--- config.mk ---
export PLATFORM = sky130hd
export DESIGN_NAME = pdc_dist
export DESIGN_NICKNAME = d
export VERILOG_FILES = /design/src/hw/rtl/point_dot_clustering_core_assert.svh /design/src/hw/rtl/pdc_pkg.sv /design/src/hw/rtl/pdc_dist.sv
export SDC_FILE = /design/constraint.sdc
export NUM_CORES = 2
export LEC_CHECK = 0
export ABC_AREA = 1
export BUFFER_PORTS_ARGS = -buffer_cell sky130_fd_sc_hd__clkbuf_2
export CAP_MARGIN = 5
export CORE_MARGIN = 3
export CORE_UTILIZATION = 40
export CTS_CLUSTER_SIZE = 16
export DETAILED_ROUTE_END_ITERATION = 10
export SLEW_MARGIN = 10
export SYNTH_ARGS = -nofsm -noshare
export SYNTH_HDL_FRONTEND = slang
export SYNTH_SLANG_ARGS = --single-unit
export TNS_END_PERCENT = 10
--- constraint.sdc ---
create_clock -name clk -period 17.05 [get_ports clk]
set_input_delay 1.705 -clock clk [delete_from_list [all_inputs] [get_ports clk]]
set_output_delay 1.705 -clock clk [all_outputs]
set_load 0.005 [all_outputs]
--- src/hw/rtl/point_dot_clustering_core_assert.svh ---
// Assertion macros shared by the clustering core.
`ifndef POINT_DOT_CLUSTERING_CORE_ASSERT_SVH
`define POINT_DOT_CLUSTERING_CORE_ASSERT_SVH

// A property that must hold at every clock edge outside reset.
`define PDC_ASSERT_ALWAYS(name, prop, msg) \
  name: assert property (@(posedge clk) disable iff (!rst_n) (prop)) else $error(msg);

// A trigger that must be followed in the next cycle by a consequence.
`define PDC_ASSERT_NEXT(name, trig, cons, msg) \
  name: assert property (@(posedge clk) disable iff (!rst_n) (trig) |=> (cons)) \
    else $error(msg);

`endif

--- src/hw/rtl/pdc_pkg.sv ---
package pdc_pkg;

  // Sizes of the point store and the dot table.
  localparam int MAX_POINTS = 1024;
  localparam int MAX_DOTS   = 64;
  localparam int COORD_BITS = 20;

  localparam int POINT_AW  = $clog2(MAX_POINTS);
  localparam int PT_CNT_W  = $clog2(MAX_POINTS + 1);
  localparam int DOT_W     = $clog2(MAX_DOTS);
  localparam int DOT_CNT_W = $clog2(MAX_DOTS + 1);

  // Fixed field widths of the transactions and registers.
  localparam int TOL_W    = 20;
  localparam int MINPT_W  = 11;
  localparam int KIND_W   = 2;
  localparam int LABEL_W  = 6;
  localparam int MCOUNT_W = 11;
  localparam int ORD_W    = 6;
  localparam int STAT_W   = 2;
  localparam int CFG_AW   = 2;
  localparam int CFG_DW   = 20;

  // Distance arithmetic widths.
  localparam int SQ_W   = 2 * COORD_BITS;
  localparam int SUM_W  = SQ_W + 1;
  localparam int TOL2_W = 2 * TOL_W;
  localparam int CMP_W  = (SUM_W > TOL2_W) ? SUM_W : TOL2_W;

  // Command codes.
  localparam logic CMD_ADD    = 1'b0;
  localparam logic CMD_FINISH = 1'b1;

  // Result kinds.
  localparam logic [KIND_W-1:0] KIND_ASSIGN = 2'd0;
  localparam logic [KIND_W-1:0] KIND_REPORT = 2'd1;
  localparam logic [KIND_W-1:0] KIND_NONE   = 2'd2;

  // Result status codes.
  localparam logic [STAT_W-1:0] STAT_OK         = 2'd0;
  localparam logic [STAT_W-1:0] STAT_STORE_FULL = 2'd1;
  localparam logic [STAT_W-1:0] STAT_TABLE_FULL = 2'd2;

  // Configuration register indexes.
  localparam logic [CFG_AW-1:0] CFG_TOLERANCE  = 2'd0;
  localparam logic [CFG_AW-1:0] CFG_MIN_POINTS = 2'd1;

  typedef struct packed {
    logic                         cmd;
    logic signed [COORD_BITS-1:0] pos_x;
    logic signed [COORD_BITS-1:0] pos_y;
  } in_item_t;

  typedef struct packed {
    logic [KIND_W-1:0]   kind;
    logic [LABEL_W-1:0]  label;
    logic [MCOUNT_W-1:0] member_count;
    logic [ORD_W-1:0]    ordinal;
    logic [STAT_W-1:0]   status;
    logic                last;
  } out_item_t;

  // One stored point handed to the distance pipeline.
  typedef struct packed {
    logic                         valid;
    logic signed [COORD_BITS-1:0] px;
    logic signed [COORD_BITS-1:0] py;
    logic [DOT_W-1:0]             label;
  } dist_req_t;

  // Distance pipeline status back to the sequencer.
  typedef struct packed {
    logic             busy;
    logic             hit;
    logic [DOT_W-1:0] label;
  } dist_res_t;

endpackage

--- src/hw/rtl/pdc_dist.sv ---
module pdc_dist (
  input  logic                                  clk,
  input  logic                                  rst_n,
  input  pdc_pkg::dist_req_t                    req,
  input  logic signed [pdc_pkg::COORD_BITS-1:0] qx,
  input  logic signed [pdc_pkg::COORD_BITS-1:0] qy,
  input  logic [pdc_pkg::TOL2_W-1:0]            tol2,
  output pdc_pkg::dist_res_t                    res
);
  import pdc_pkg::*;

  logic signed [COORD_BITS:0] dxa, dxb, dya, dyb;
  logic [COORD_BITS-1:0]      adx, ady;
  logic [CMP_W-1:0]           sum_w;

  logic                  s1_v_r, s2_v_r, s3_v_r;
  logic [COORD_BITS-1:0] s1_adx_r, s1_ady_r;
  logic [DOT_W-1:0]      s1_lbl_r, s2_lbl_r, s3_lbl_r;
  logic [SQ_W-1:0]       s2_sqx_r, s2_sqy_r;
  logic                  s3_hit_r;

  // Absolute differences: both subtraction orders, pick the non-negative one.
  always_comb begin
    dxa = {req.px[COORD_BITS-1], req.px} - {qx[COORD_BITS-1], qx};
    dxb = {qx[COORD_BITS-1], qx} - {req.px[COORD_BITS-1], req.px};
    dya = {req.py[COORD_BITS-1], req.py} - {qy[COORD_BITS-1], qy};
    dyb = {qy[COORD_BITS-1], qy} - {req.py[COORD_BITS-1], req.py};
    adx = dxa[COORD_BITS] ? dxb[COORD_BITS-1:0] : dxa[COORD_BITS-1:0];
    ady = dya[COORD_BITS] ? dyb[COORD_BITS-1:0] : dya[COORD_BITS-1:0];
    sum_w = CMP_W'(s2_sqx_r) + CMP_W'(s2_sqy_r);
  end

  // Valid bits of the three stages.
  always_ff @(posedge clk) begin
    if (!rst_n) begin
      s1_v_r <= 1'b0;
      s2_v_r <= 1'b0;
      s3_v_r <= 1'b0;
    end else begin
      s1_v_r <= req.valid;
      s2_v_r <= s1_v_r;
      s3_v_r <= s2_v_r;
    end
  end

  // Stage data: differences, squares, then the compare against the squared tolerance.
  always_ff @(posedge clk) begin
    s1_adx_r <= adx;
    s1_ady_r <= ady;
    s1_lbl_r <= req.label;
    s2_sqx_r <= SQ_W'(s1_adx_r) * SQ_W'(s1_adx_r);
    s2_sqy_r <= SQ_W'(s1_ady_r) * SQ_W'(s1_ady_r);
    s2_lbl_r <= s1_lbl_r;
    s3_hit_r <= s2_v_r && (sum_w < CMP_W'(tol2));
    s3_lbl_r <= s2_lbl_r;
  end

  assign res.busy  = s1_v_r | s2_v_r | s3_v_r;
  assign res.hit   = s3_v_r & s3_hit_r;
  assign res.label = s3_lbl_r;

endmodule

==> results.md <==
* Status: completed
* Leading register cell type out of synthesis: dfxtp_1
* Data arrival, critical path at 7.16 ns
* Fmax at 147 MHz
* Most frequent cells in the layout: inv_1 (1172), nand2_1 (918), fa_1 (562)
* Post-synth ARST share at 0
* Post-route insts no fill at 5737
* Share of cells above drive strength 1 at 0.0494
* Die area at 0.0913 mm^2
* Post-synth EDFFs at 0
* Worst Tran Pin Value at 1.07 ns
* Sink Count at 140
* Final period util at 0.399
* First-pass GRT wire length at 145 mm
* Clock Skew at 0.0182 ns
* Depth of the CTS H-tree at 4
* Mapped Area at 0.0351 mm^2
* Sequential area share after synthesis at 0.0799
* WS Path Type: flop to flop
* Tightest Hold Check Type: flop to flop
* # DRC at 0
* Crit path time final at 6.80 ns
* Diodes inserted at 0
* Placer congestion estimate at 0.937
* Post-Syn Nets at 5683
* Most common cell after layout, fill and taps aside: inv_1
* Area of the multi-input gates at 0.0273 mm^2
* Nature of the critical path startpoint: flop
* TritonCTS clock tree: yes
* Post-Synthesis Cells at 4527
* Setup Buffers After CTS at 0
* I/O Pins at 137
* Setup TNS at 0 ns
* Final Max Slew Viols at 0
* Area growth syn-to-layout at 6.39%
* Post-CTS sizing at 0
* Placed cell areas at 0.0367 mm^2
* Cts hold-fix bufs at 0
* Core area at 0.0861 mm^2
* DP Cell Count at 5705
* Starting Density at 0.408
* NumNets Final at 5736
* Wire per inst at 15.2 um
* Post-Route WL at 87.0 mm
* Synth cell types at 51
* Via count at 27729
* Global Route Usage Sum at 0.198
* CTS Buf Count at 17
* Slew headroom at 0.287
* # fillers at 8816
* First DRT Iteration DRCs at 1689
* Largest net degree at the start of global routing at 24
* Setup violations, final at 0
* Fin. Hold Viols at 0
* Root Buffer Master: clkbuf_16
* Die width at 302 um
* Vias in the first global route at 28586
* Worst skew pair latency at 0.48 ns
* Post-route ant nets at 0
* Grt total ovfl at 0
* Max-Cap Viols at 0
* Clock-pin slew on the worst setup and hold paths at 0.08 ns
* TritonRoute pass-1 iters at 6
* Final instance area at 0.0373 mm^2
* Initial antenna violation count at 0
* IO buf count at 136
* Post-DP HPWL at 74.6 mm
* Die extent in y at 302 um
* Place WS at 10.30 ns
* YS warnings at 0
* Vias per cell at 4.83
* Yosys reg bits at 140
* Unrepaired setup endpoints after global routing: no
* Final WS setup at 10.25 ns
* CP required at 17.41 ns
* CTS max path bufs at 2
* Row cnt at 107
* Worst setup EP type: flop
* FF/Latch Area at 0.00280 mm^2
* Max Fanout on Critical Path at 21
* Mean post-synth cell area at 7.75 um^2
## through the flow
stage,utilization,hold WS (ns)
CTS,0.434,0.323
global placement,0.427,0.310
finish,0.434,0.325
global route,0.434,0.324
floorplan,-,0.310
detailed placement,0.427,0.314
## layer usage
metal,GRT usage,part of all wire,up-vias
li1,-,-,13691
met1,0.280,0.47,13287
met2,0.326,0.46,676
met3,0.0238,0.051,75
met4,0.0392,0.015,0
met5,0,0,-
## layout make-up
class	instances	share of cell area
clock inverter	15	0.00446
sequential	140	0.0751
multi-input combinational	3096	0.731
tap	1144	0.0383
timing repair buffer	149	0.0208
inverter	1176	0.118
clock buffer	17	0.0114
## synthesized netlist by cell type (18+ instances only)
master / instances / area share
a21o_1: 37 / 0.0079
a21oi_1: 210 / 0.030
a31oi_1: 41 / 0.0073
buf_1: 22 / 0.0024
clkbuf_1: 60 / 0.0064
dfxtp_1: 140 / 0.080
fa_1: 562 / 0.32
ha_1: 465 / 0.17
inv_1: 1172 / 0.13
nand2_1: 918 / 0.098
nand3_1: 56 / 0.0080
nand4_1: 18 / 0.0032
nor2_1: 261 / 0.028
nor3_1: 27 / 0.0039
o21ai_0: 115 / 0.016
o21ai_1: 18 / 0.0026
o21bai_1: 39 / 0.0083
xnor2_1: 57 / 0.014
xor2_1: 155 / 0.039
## state kept, by name, indices dropped and copies added (netlist names)
name / cells
s2_v_r: 1
s1_lbl_r: 6
s1_ady_r: 20
s1_v_r: 1
s3_v_r: 1
s3_lbl_r: 6
s1_adx_r: 20
s2_lbl_r: 6
s2_sqy_r: 39
s3_hit_r: 1
s2_sqx_r: 39
## cell families (layout without fill, tap and decap cells)
| kind of cell | after synthesis | after routing | synth area share |
|---|---|---|---|
| simple gates | 1328 | 1328 | 0.151 |
| flops | 140 | 140 | 0.0799 |
| xor+xnor | 212 | 212 | 0.0529 |
| fa+ha+maj | 1027 | 1027 | 0.486 |
| compound gates | 529 | 529 | 0.0882 |
| buf+inv | 1291 | 1357 | 0.142 |
## path summary, 6_finish.rpt
| kind | slack [ns] | from | to | cells past startpoint |
|---|---|---|---|---|
| worst max register to register | 10.25 | s1_adx_r[7]$_DFF_P_ | s2_sqx_r[32]$_DFF_P_ | 21 |
| worst min register to register | 0.33 | s2_lbl_r[3]$_DFF_P_ | s3_lbl_r[3]$_DFF_P_ | 0 |
| worst min-delay path | 0.33 | s2_lbl_r[3]$_DFF_P_ | s3_lbl_r[3]$_DFF_P_ | 0 |
| worst max-delay path | 10.25 | s1_adx_r[7]$_DFF_P_ | s2_sqx_r[32]$_DFF_P_ | 21 |
## worst max-delay path, cell delays in order, from the launching register on
cell,delay (ns)
dfxtp_1,1.02
nand2_1,0.33
fa_1,0.57
fa_1,0.57
fa_1,0.44
fa_1,0.55
inv_1,0.05
fa_1,0.44
fa_1,0.49
inv_1,0.05
fa_1,0.49
inv_1,0.04
ha_1,0.34
a21oi_1,0.18
o21ai_0,0.14
inv_1,0.07
o21ai_0,0.08
a21oi_1,0.36
o21ai_1,0.15
nand2_1,0.09
nand2_1,0.06
xor2_1,0.14
Power is left out: the tool's default activity adds up to more than one toggle a clock period on the data nets, which glitch-free logic cannot reach.
